[src/design/fgpd_serdiv.sv]
// Bit-serial restoring divider: quotient = floor(num / den), num < 2^49, den < 2^33.
module fgpd_serdiv (
  input  logic        clk,
  input  logic        rst_n,
  input  logic        start,
  input  logic [48:0] num,
  input  logic [32:0] den,
  output logic        done,
  output logic [48:0] quo
);
  logic [48:0] q_r, q_nxt;
  logic [32:0] rem_r, rem_nxt;
  logic [32:0] den_r, den_nxt;
  logic [5:0]  cnt_r, cnt_nxt;
  logic        busy_r, busy_nxt, done_r, done_nxt;
  logic [33:0] sh;

  always_comb begin
    q_nxt = q_r; rem_nxt = rem_r; den_nxt = den_r; cnt_nxt = cnt_r;
    busy_nxt = busy_r; done_nxt = 1'b0;
    sh = {rem_r, q_r[48]};
    if (start) begin
      q_nxt = num; rem_nxt = '0; den_nxt = den; cnt_nxt = 6'd49; busy_nxt = 1'b1;
    end else if (busy_r) begin
      if (sh >= {1'b0, den_r}) begin
        rem_nxt = 33'(sh - {1'b0, den_r});
        q_nxt = {q_r[47:0], 1'b1};
      end else begin
        rem_nxt = sh[32:0];
        q_nxt = {q_r[47:0], 1'b0};
      end
      cnt_nxt = cnt_r - 6'd1;
      if (cnt_r == 6'd1) begin
        busy_nxt = 1'b0; done_nxt = 1'b1;
      end
    end
  end

  always_ff @(posedge clk) begin
    if (!rst_n) begin
      busy_r <= 1'b0; done_r <= 1'b0; cnt_r <= '0;
    end else begin
      busy_r <= busy_nxt; done_r <= done_nxt; cnt_r <= cnt_nxt;
    end
    q_r <= q_nxt; rem_r <= rem_nxt; den_r <= den_nxt;
  end

  assign done = done_r;
  assign quo = q_r;
endmodule
[config.mk]
export PLATFORM = sky130hd
export DESIGN_NAME = fgpd_serdiv
export DESIGN_NICKNAME = d
export VERILOG_FILES = /design/src/design/fgpd_serdiv.sv
export SDC_FILE = /design/constraint.sdc
export NUM_CORES = 1
export LEC_CHECK = 0
export BUFFER_PORTS_ARGS = -buffer_cell sky130_fd_sc_hd__buf_2
export CAP_MARGIN = 20
export CORE_ASPECT_RATIO = 1.75
export CORE_MARGIN = 2
export CORE_UTILIZATION = 56
export CTS_CLUSTER_SIZE = 8
export DETAILED_ROUTE_END_ITERATION = 10
export PLACE_DENSITY = 0.82
export RECOVER_POWER = 100
export SYNTH_ARGS = -nofsm -noshare
export SYNTH_HDL_FRONTEND = slang
export SYNTH_SLANG_ARGS = --single-unit
[constraint.sdc]
create_clock -name clk -period 4.1 [get_ports clk]
set_clock_uncertainty 0.15 [all_clocks]
set_input_delay 0.82 -clock clk [delete_from_list [all_inputs] [get_ports clk]]
set_output_delay 0.82 -clock clk [all_outputs]
set_load 0.03 [all_outputs]
**Word level (Yosys, flattened, before mapping)**

Index checks and enable logic that the tools add are counted.

- Magnitude comparators: 1
- $add $sub $neg: 2
- Multiplexer cells: 10
- Reduce and logical (&&, ||, !) cells: 3
- Eq/ne operators: 1
- Bitwise logic cells: 2

Operator list:

| operator | count |
|---|---|
| two-way mux 49 bit | 2 |
| greater-or-equal comparator 34 x 33 -> 1 bit | 1 |
| two-way mux 33 bit | 1 |
| subtractor 33 bit | 1 |
| two-way mux 6 bit | 2 |
| equality test 6 x 1 -> 1 bit, second input constant | 1 |
| subtractor 6 x 1 -> 6 bit, second input constant | 1 |
| two-way mux 1 bit | 5 |
| OR reduction 3 bit | 1 |
| NOT 1 bit | 2 |
| nonzero test 2 bit | 1 |
| OR reduction 2 bit | 1 |

- Bits of input ports: 85
- Register bits after elaboration: 123
- Output and inout bits: 50

**Logic depth before layout (Yosys ltp)**

Gate-level depths: netlist of the first run.

- Word-level depth: 4
- Depth in mapped cells: 14
- Gate-level depth less buffers: 12

**Worst setup path before layout of the first run**

No wires, ideal clock.

- Kind: register -> register
- From: reg q_r[48] (netlist: quo[48])
- To: reg q_r[0] (netlist: quo[0]) (data pin)
- Arrival: 3.159 ns
- Period minus slack after synthesis: 3.568 ns
- Buffers on the path: 2
- Stages on the path, launching flop included: 14
- Library setup time: 0.260 ns
- Path slack: 0.532 ns
- Cells stage by stage: edfxtp_1 -> inv_1 -> ha_1 -> inv_1 -> fa_1 -> a21o_1 -> a31o_1 -> a311o_1 -> a2111oi_4 -> o211ai_2 -> and2_4 -> buf_6 -> buf_6 -> mux2_2

- Word-level cells in the longest chain between the ends: 4

Ends and longest elaborated chain:

| what | RTL line | source |
|---|---|---|
| start: declaration | 11 | `logic [48:0] q_r, q_nxt;` |
| start signal: assignment | 45 | `q_r <= q_nxt; rem_r <= rem_nxt; den_r <= den_nxt;` |
| greater-or-equal comparator 34 x 33 -> 1 bit | 25 | `if (sh >= {1'b0, den_r}) begin` |
| two-way mux 1 bit | 25 |  |
| two-way mux 49 bit | 24 | `end else if (busy_r) begin` |
| two-way mux 49 bit | 22 | `if (start) begin` |
| net q_nxt[0] | 11 |  |

The timed path passes the listed nets, and every way through them passes these cells. The select of a mux whose other input is x is not followed.
A chain may end at the register's enable or synchronous reset.

**Final worst setup path of the first run**

- From: reg q_r[48] (netlist: quo[48])
- To: reg rem_r[28]

- Word-level cells in the longest chain between the ends: 2
- Elaborated cells between the ends (all ways): 3

Ends and longest elaborated chain:

| what | RTL line | source |
|---|---|---|
| subtractor 33 bit / greater-or-equal comparator 34 x 33 -> 1 bit (equally long branches) | 26, 25 |  |
| two-way mux 33 bit (*) | 25 |  |
| end signal: assignment | 45 |  |
| end: declaration | 12 | `logic [32:0] rem_r, rem_nxt;` |

Mark *: on every way between the ends. The rest lies on a longest branch, timed or not.

==> metrics.txt, run 1 <==
top cells by area, synth=edfxtp_1 36%, dfxtp_1 12%, mux2_2 8.0%, ha_1 6.4%, a21oi_1 3.1%; Max clock buf depth=2; register area share after synthesis=47.9%; reg-to-reg critical path startpoint=quo[48]$_DFFE_PP_; unrepaired setup endpoints after global routing=no; post-synth top area share=35.9%; Die Width=87.7 um; router iterations before antenna repair=5; Post-synth top flop=edfxtp_1; Worst Hold Class=flip-flop to flip-flop; vias per cell=5.83; CTS H-tree depth=4; CP Launch Point=quo[48]$_DFFE_PP_; Yosys warnings=0; largest family of logic cells by synthesized area=compound AO/OA/AOI/OAI gates; Leak=0.00333 uW; post-CTS sizing=0; Core Util, Final=67.6%; ys async rst share=0%; Post-Layout Cell Count=949; num rows=53; Iter 0 DRT Violations=220; vias in the first global route=5818; clk slew on worst S/H paths=0.06 ns; XOR/XNOR Fraction of Synth Area=4.21%; status=finished, violations left; Critical Path End Type=flip-flop; hpwl dp=11500 um; Distinct cells, synth=62; CTS tree=yes; layout cell share with drive strength beyond 1=22.3%; I/O pin cnt=135; residual DRC count=0; Adder-Cell Fraction of Synth Area=6.68%; sum of negative setup slack=0 ns; cells after synthesis=644; syn_nets=765; initial antenna violation count=0; routed wire length=16200 um; critical path arrival=3.96 ns; max-slew violations=76; most frequent cells in the layout=83 x buf_2, 82 x edfxtp_1, 55 x clkbuf_1; Fmax achieved=0.260 GHz; Routed WL per cell=17.1 um; Final Net Count=892; die area=13200 um2; post-CTS setup buffer count=0; mapped cell area=6860 um2; Worst Path Max Fanout=29; Die H=150 um; multiplexer share of the synthesized area=10.7%; Initial Utilization=57.1%; post-synthesis simple-gate area fraction=10.7%; core footprint=12000 um2; Hold Crit Start=rem_r[8]$_SDFFE_PP0P_; fin crit share=93.8%; worst skew pair latency=0.43 ns; Post-synth EDFFs=82; Yosys reg bits=123; leading area contributor after synthesis=edfxtp_1; ant diodes=0; crit path launch type=flip-flop; Slew HR=-36.7%; max cap viols=2; ANT nets after route=0; global route total overflow=0; CTS Hold Bufs=0; Worst-Margin Slew=2.05 ns; total track usage=25.7%; Power Dens Cells=452 nW/um2; Layout area overhead=18.2%; Compound-Gate Fraction of Synth Area=15.3%; CTS root buf=clkbuf_16; first-pass GRT wire length=26400 um; failing checks=capacitance limit, slew limit; post-route minimum period=3.85 ns; largest net degree at the start of global routing=66; most common cell after layout, fill and taps aside=buf_2; CTS Buf Count=17; placed insts=916; vias=5530; syn avg cell area=10.6 um2; WS Path Type=flip-flop to flip-flop; GPL Wtd Cong=0.927; Fin. Hold Viols=0; CTS sink count=123; Worst EP required=4.22 ns; Port Buffers=134; worst vdd ir=0.337 mV; Layout fillers=930; setup violators final=0
-- final timing paths --
check                      endpoint  slack [ns]  depth (start not counted)
max          rem_r[28]$_SDFFE_PP0P_        0.25                         12
min reg2reg   rem_r[8]$_SDFFE_PP0P_        0.36                          2
max reg2reg  rem_r[28]$_SDFFE_PP0P_        0.25                         12
min           rem_r[8]$_SDFFE_PP0P_        0.36                          2
-- registers in the layout (all words and copies together) (netlist names) --
register / cells
quo: 49
den_r: 33
rem_r: 33
cnt_r: 6
busy_r: 1
done: 1
-- Yosys cell counts (3+ instances only) --
cell,number
nand2b_1,6
nor4_1,5
clkbuf_1,20
buf_2,4
nor3_1,9
a21oi_1,42
a31oi_1,8
mux2_2,49
nor2b_1,3
or2_2,3
a311oi_1,4
and3_1,7
inv_1,45
xnor2_1,18
nand2_1,42
dfxtp_1,41
a211oi_1,24
nand4_1,4
mux2i_1,18
o21ai_0,22
o21a_1,4
nor2_1,52
o21bai_1,4
edfxtp_1,82
a21o_1,14
o211ai_1,3
xor2_1,15
o31ai_1,4
nand4b_1,3
nor3b_1,4
ha_1,35
nand3_1,9
-- stage by stage --
stage	hold slack, ns	setup slack, ns	total power, uW	cell area [um2]
final	0.357	0.254	3670	8110
after global routing	0.384	0.0788	3810	8110
after CTS	0.358	0.320	3690	8180
after detailed placement	0.349	0.444	2270	7620
after global placement	0.332	0.624	2240	7620
after floorplan	0.319	0.532	2070	6860
-- layer usage --
metal  vias to the layer above  GRT usage [%]  share of wire [%]
li1                       2639              -                  -
met3                        46           8.61                6.2
met1                      2640           26.6                 37
met2                       205           46.6                 54
met4                         0           10.5                3.1
met5                         -              0                  0
-- cell families (layout without fill, tap and decap cells) --
kind of cell	after synthesis	count (layout)
mux	67	67
buf+inv	75	215
xor+xnor	33	33
simple gates	155	155
flops	123	123
compound gates	155	155
fa+ha+maj	36	36
-- area by class of cell --
cell class,count,area [um2],area share (%)
sequential,123,3280,40.5
inverter,45,169,2.08
clock inverter,13,123,1.51
tap,165,206,2.55
timing repair buffer,138,629,7.76
multi-input combinational,446,3260,40.3
clock buffer,19,433,5.34
-- power by group --
part / total (uW) / switching [uW] / internal (uW)
sequential: 1510 / 62.1 / 1450
combinational: 737 / 456 / 281
clock: 1420 / 581 / 836
-- worst max-delay path, cell delays in order (launching register included) --
cell and delay (ns):
edfxtp_1 0.42, inv_1 0.08, ha_1 0.16, inv_1 0.06, fa_1 0.40, a21o_1 0.23, a31o_1 0.26, a311o_1 0.37
a2111oi_4 0.41, o211ai_2 0.15, and2_2 0.47, nand2b_1 0.36, o221ai_1 0.18
(Power assumes the default switching activity.)
==> inputs of run 2 (changes only) <==
--- a/config.mk
+++ b/config.mk
@@ -6,13 +6,12 @@
 export NUM_CORES = 1
 export LEC_CHECK = 0
 export BUFFER_PORTS_ARGS = -buffer_cell sky130_fd_sc_hd__buf_2
-export CAP_MARGIN = 20
 export CORE_ASPECT_RATIO = 1.75
 export CORE_MARGIN = 2
-export CORE_UTILIZATION = 56
+export CORE_UTILIZATION = 40
 export CTS_CLUSTER_SIZE = 8
 export DETAILED_ROUTE_END_ITERATION = 10
-export PLACE_DENSITY = 0.82
+export PLACE_DENSITY = 0.62
 export RECOVER_POWER = 100
 export SYNTH_ARGS = -nofsm -noshare
 export SYNTH_HDL_FRONTEND = slang
==> run 2 against run 1 <==
  * The flow still finishes with violations (capacitance limit, slew limit)
  * Worst hold slack got worse by 0.0041 ns
  * Worst setup slack improved by 0.080 ns
  * Design area increased by 1.6%
  * Maximum frequency increased by 2.1%
  * Highest routed layer unchanged
  * Sequential power about the same
  * Flip-flop and latch count unchanged
  * Global-route usage decreased by 7.3 points
  * Clock power increased by 9%
  * Critical path depth decreased by 7
  * Largest cell class unchanged
==> metrics.txt, run 2 (same netlist as run 1, synthesis figures left out) <==
status=finished, violations left; failing checks=capacitance limit, slew limit; vias in the first global route=5574 (-4.2%); first-pass GRT wire length=26300 um (-0.31%); ant diodes=0 (unchanged); Fin. Hold Viols=0 (unchanged); CP max stage delay=2.04 ns (+1.57 ns); CTS root buf=clkbuf_16; GPL Wtd Cong=0.828 (-11%); num rows=63 (+19%); layout cell share with drive strength beyond 1=22.5% (+0.18 points); global route total overflow=0 (unchanged); CTS sink count=123 (unchanged); total track usage=18.4% (-7.3 points); fin crit share=91.9% (-1.9 points); Worst Hold Class=flip-flop to flip-flop; Fmax achieved=0.266 GHz (+2.1%); vias=5405 (-2.3%); Power Dens Cells=461 nW/um2 (+2.1%); area occupied by multi-input gates=3270 um2 (about the same); worst vdd ir=0.378 mV (+12%); largest net degree at the start of global routing=127 (+92%); placed insts=977 (+6.7%); Die H=177 um (+18%); Port Buffers=134 (unchanged); cells along the critical path=buf_4 > clkbuf_2 > nand2b_1 > nand2b_1 > o221ai_1; Leak=0.00337 uW (+1.3%); post-CTS sizing=0 (unchanged); critical path arrival=3.80 ns (-0.16 ns); residual DRC count=0 (unchanged); Die Width=103 um (+17%); worst skew pair latency=0.42 ns (about the same); Final Net Count=890 (-0.22%); ANT nets after route=0 (unchanged); Core Util, Final=48.8% (-19 points); CTS Hold Bufs=0 (unchanged); crit path launch type=input port; Stages on worst setup path=5 (-7); most frequent cells in the layout=82 x edfxtp_1, 82 x buf_2, 52 x nor2_1, 52 x clkbuf_1, 49 x mux2_2; Worst EP required=4.14 ns (-0.08 ns); initial antenna violation count=0 (unchanged); CTS Buf Count=17 (unchanged); Pwr Total=3800 uW (+3.7%); top cell family by delay on the critical path=buffers and inverters; Worst-Margin Slew=3.00 ns (+0.952 ns); Post-Layout Cell Count=1009 (+6.3%); Iter 0 DRT Violations=285 (+30%); unrepaired setup endpoints after global routing=no; routed wire length=16400 um (+1.1%); post-route minimum period=3.77 ns (-0.0796 ns); sum of negative setup slack=0 ns (unchanged); buffer and inverter count on the worst path=2 (unchanged); Critical Path End Type=flip-flop; Crit-path slowest cell=clkbuf_2; Reg2Reg Depth=12 (unchanged); Worst Path Max Fanout=126 (+330%); max cap viols=2 (unchanged); max FFs per register=49 (unchanged); hpwl dp=11500 um (+0.39%); setup violators final=0 (unchanged); die area=18200 um2 (+38%); Layout fillers=1615 (+74%); Hold Crit Depth=2 (unchanged); Critical Path Most Common Cell=nand2b_1; clk slew on worst S/H paths=0.06 ns (about the same); Layout area overhead=20.1%; post-route setup slack=0.334 ns (+0.0796 ns); WS Path Type=input port to flip-flop; Slew HR=-100% (-63 points); Max clock buf depth=2 (unchanged); I/O pin cnt=135 (unchanged); CTS H-tree depth=4 (unchanged); Routed WL per cell=16.3 um (-4.9%); Initial Utilization=40.7% (-16 points); max-slew violations=177 (+130%); core footprint=16900 um2 (+41%); Seq. cell area=3280 um2 (unchanged); post-CTS setup buffer count=0 (unchanged); pre-CTS setup slack=0.470 ns (+0.0261 ns); router iterations before antenna repair=5 (unchanged); vias per cell=5.36 (-8.1%); CTS tree=yes
-- run 2: cell count changes in the layout (fill, tap and decap cells not counted), moves of 2 or more --
cell / before / now
inv_4: 0 / 2
clkinvlp_4: 4 / 0
clkbuf_8: 0 / 2
clkbuf_1: 55 / 52
-- run 2: worst register-to-register path, delay by kind of cell (launching register included) --
family	cells	cell delay [ns]
simple gates	1	0.48
flops	1	0.41
compound gates	7	1.86
fa+ha+maj	2	0.56
buf+inv	2	0.14
-- run 2: final timing paths --
path	from	to	slack [ns]
max reg2reg	quo[48]$_DFFE_PP_	rem_r[21]$_SDFFE_PP0P_	0.35
max	start	rem_r[28]$_SDFFE_PP0P_	0.33
min	cnt_r[1]$_SDFFE_PP0P_	cnt_r[1]$_SDFFE_PP0P_	0.35
min reg2reg	cnt_r[1]$_SDFFE_PP0P_	cnt_r[1]$_SDFFE_PP0P_	0.35
-- run 2: layout make-up --
class / count / area share, %
clock inverter: 11 / 1.58
tap: 227 / 3.45
timing repair buffer: 136 / 7.55
sequential: 123 / 39.9
multi-input combinational: 446 / 39.6
inverter: 45 / 2.05
clock buffer: 21 / 5.85
-- run 2: layer usage --
metal	part of all wire, %	track usage [%]	up-vias
met5	0	0	-
met4	2.7	9.16	0
met3	5.3	5.06	34
met2	52	32.4	160
met1	40	19.8	2586
li1	-	-	2625
-- run 2: stage by stage --
step	hold WS, ns	cell area, um2
after floorplan	0.319	6860
after global placement	0.331	7700
after detailed placement	0.346	7700
after CTS	0.353	8320
after global routing	0.371	8240
final	0.353	8240
-- run 2: report_power, final --
| part | switching, uW | internal [uW] |
|---|---|---|
| logic | 447 | 284 |
| registers | 66.2 | 1450 |
| clock network | 580 | 972 |
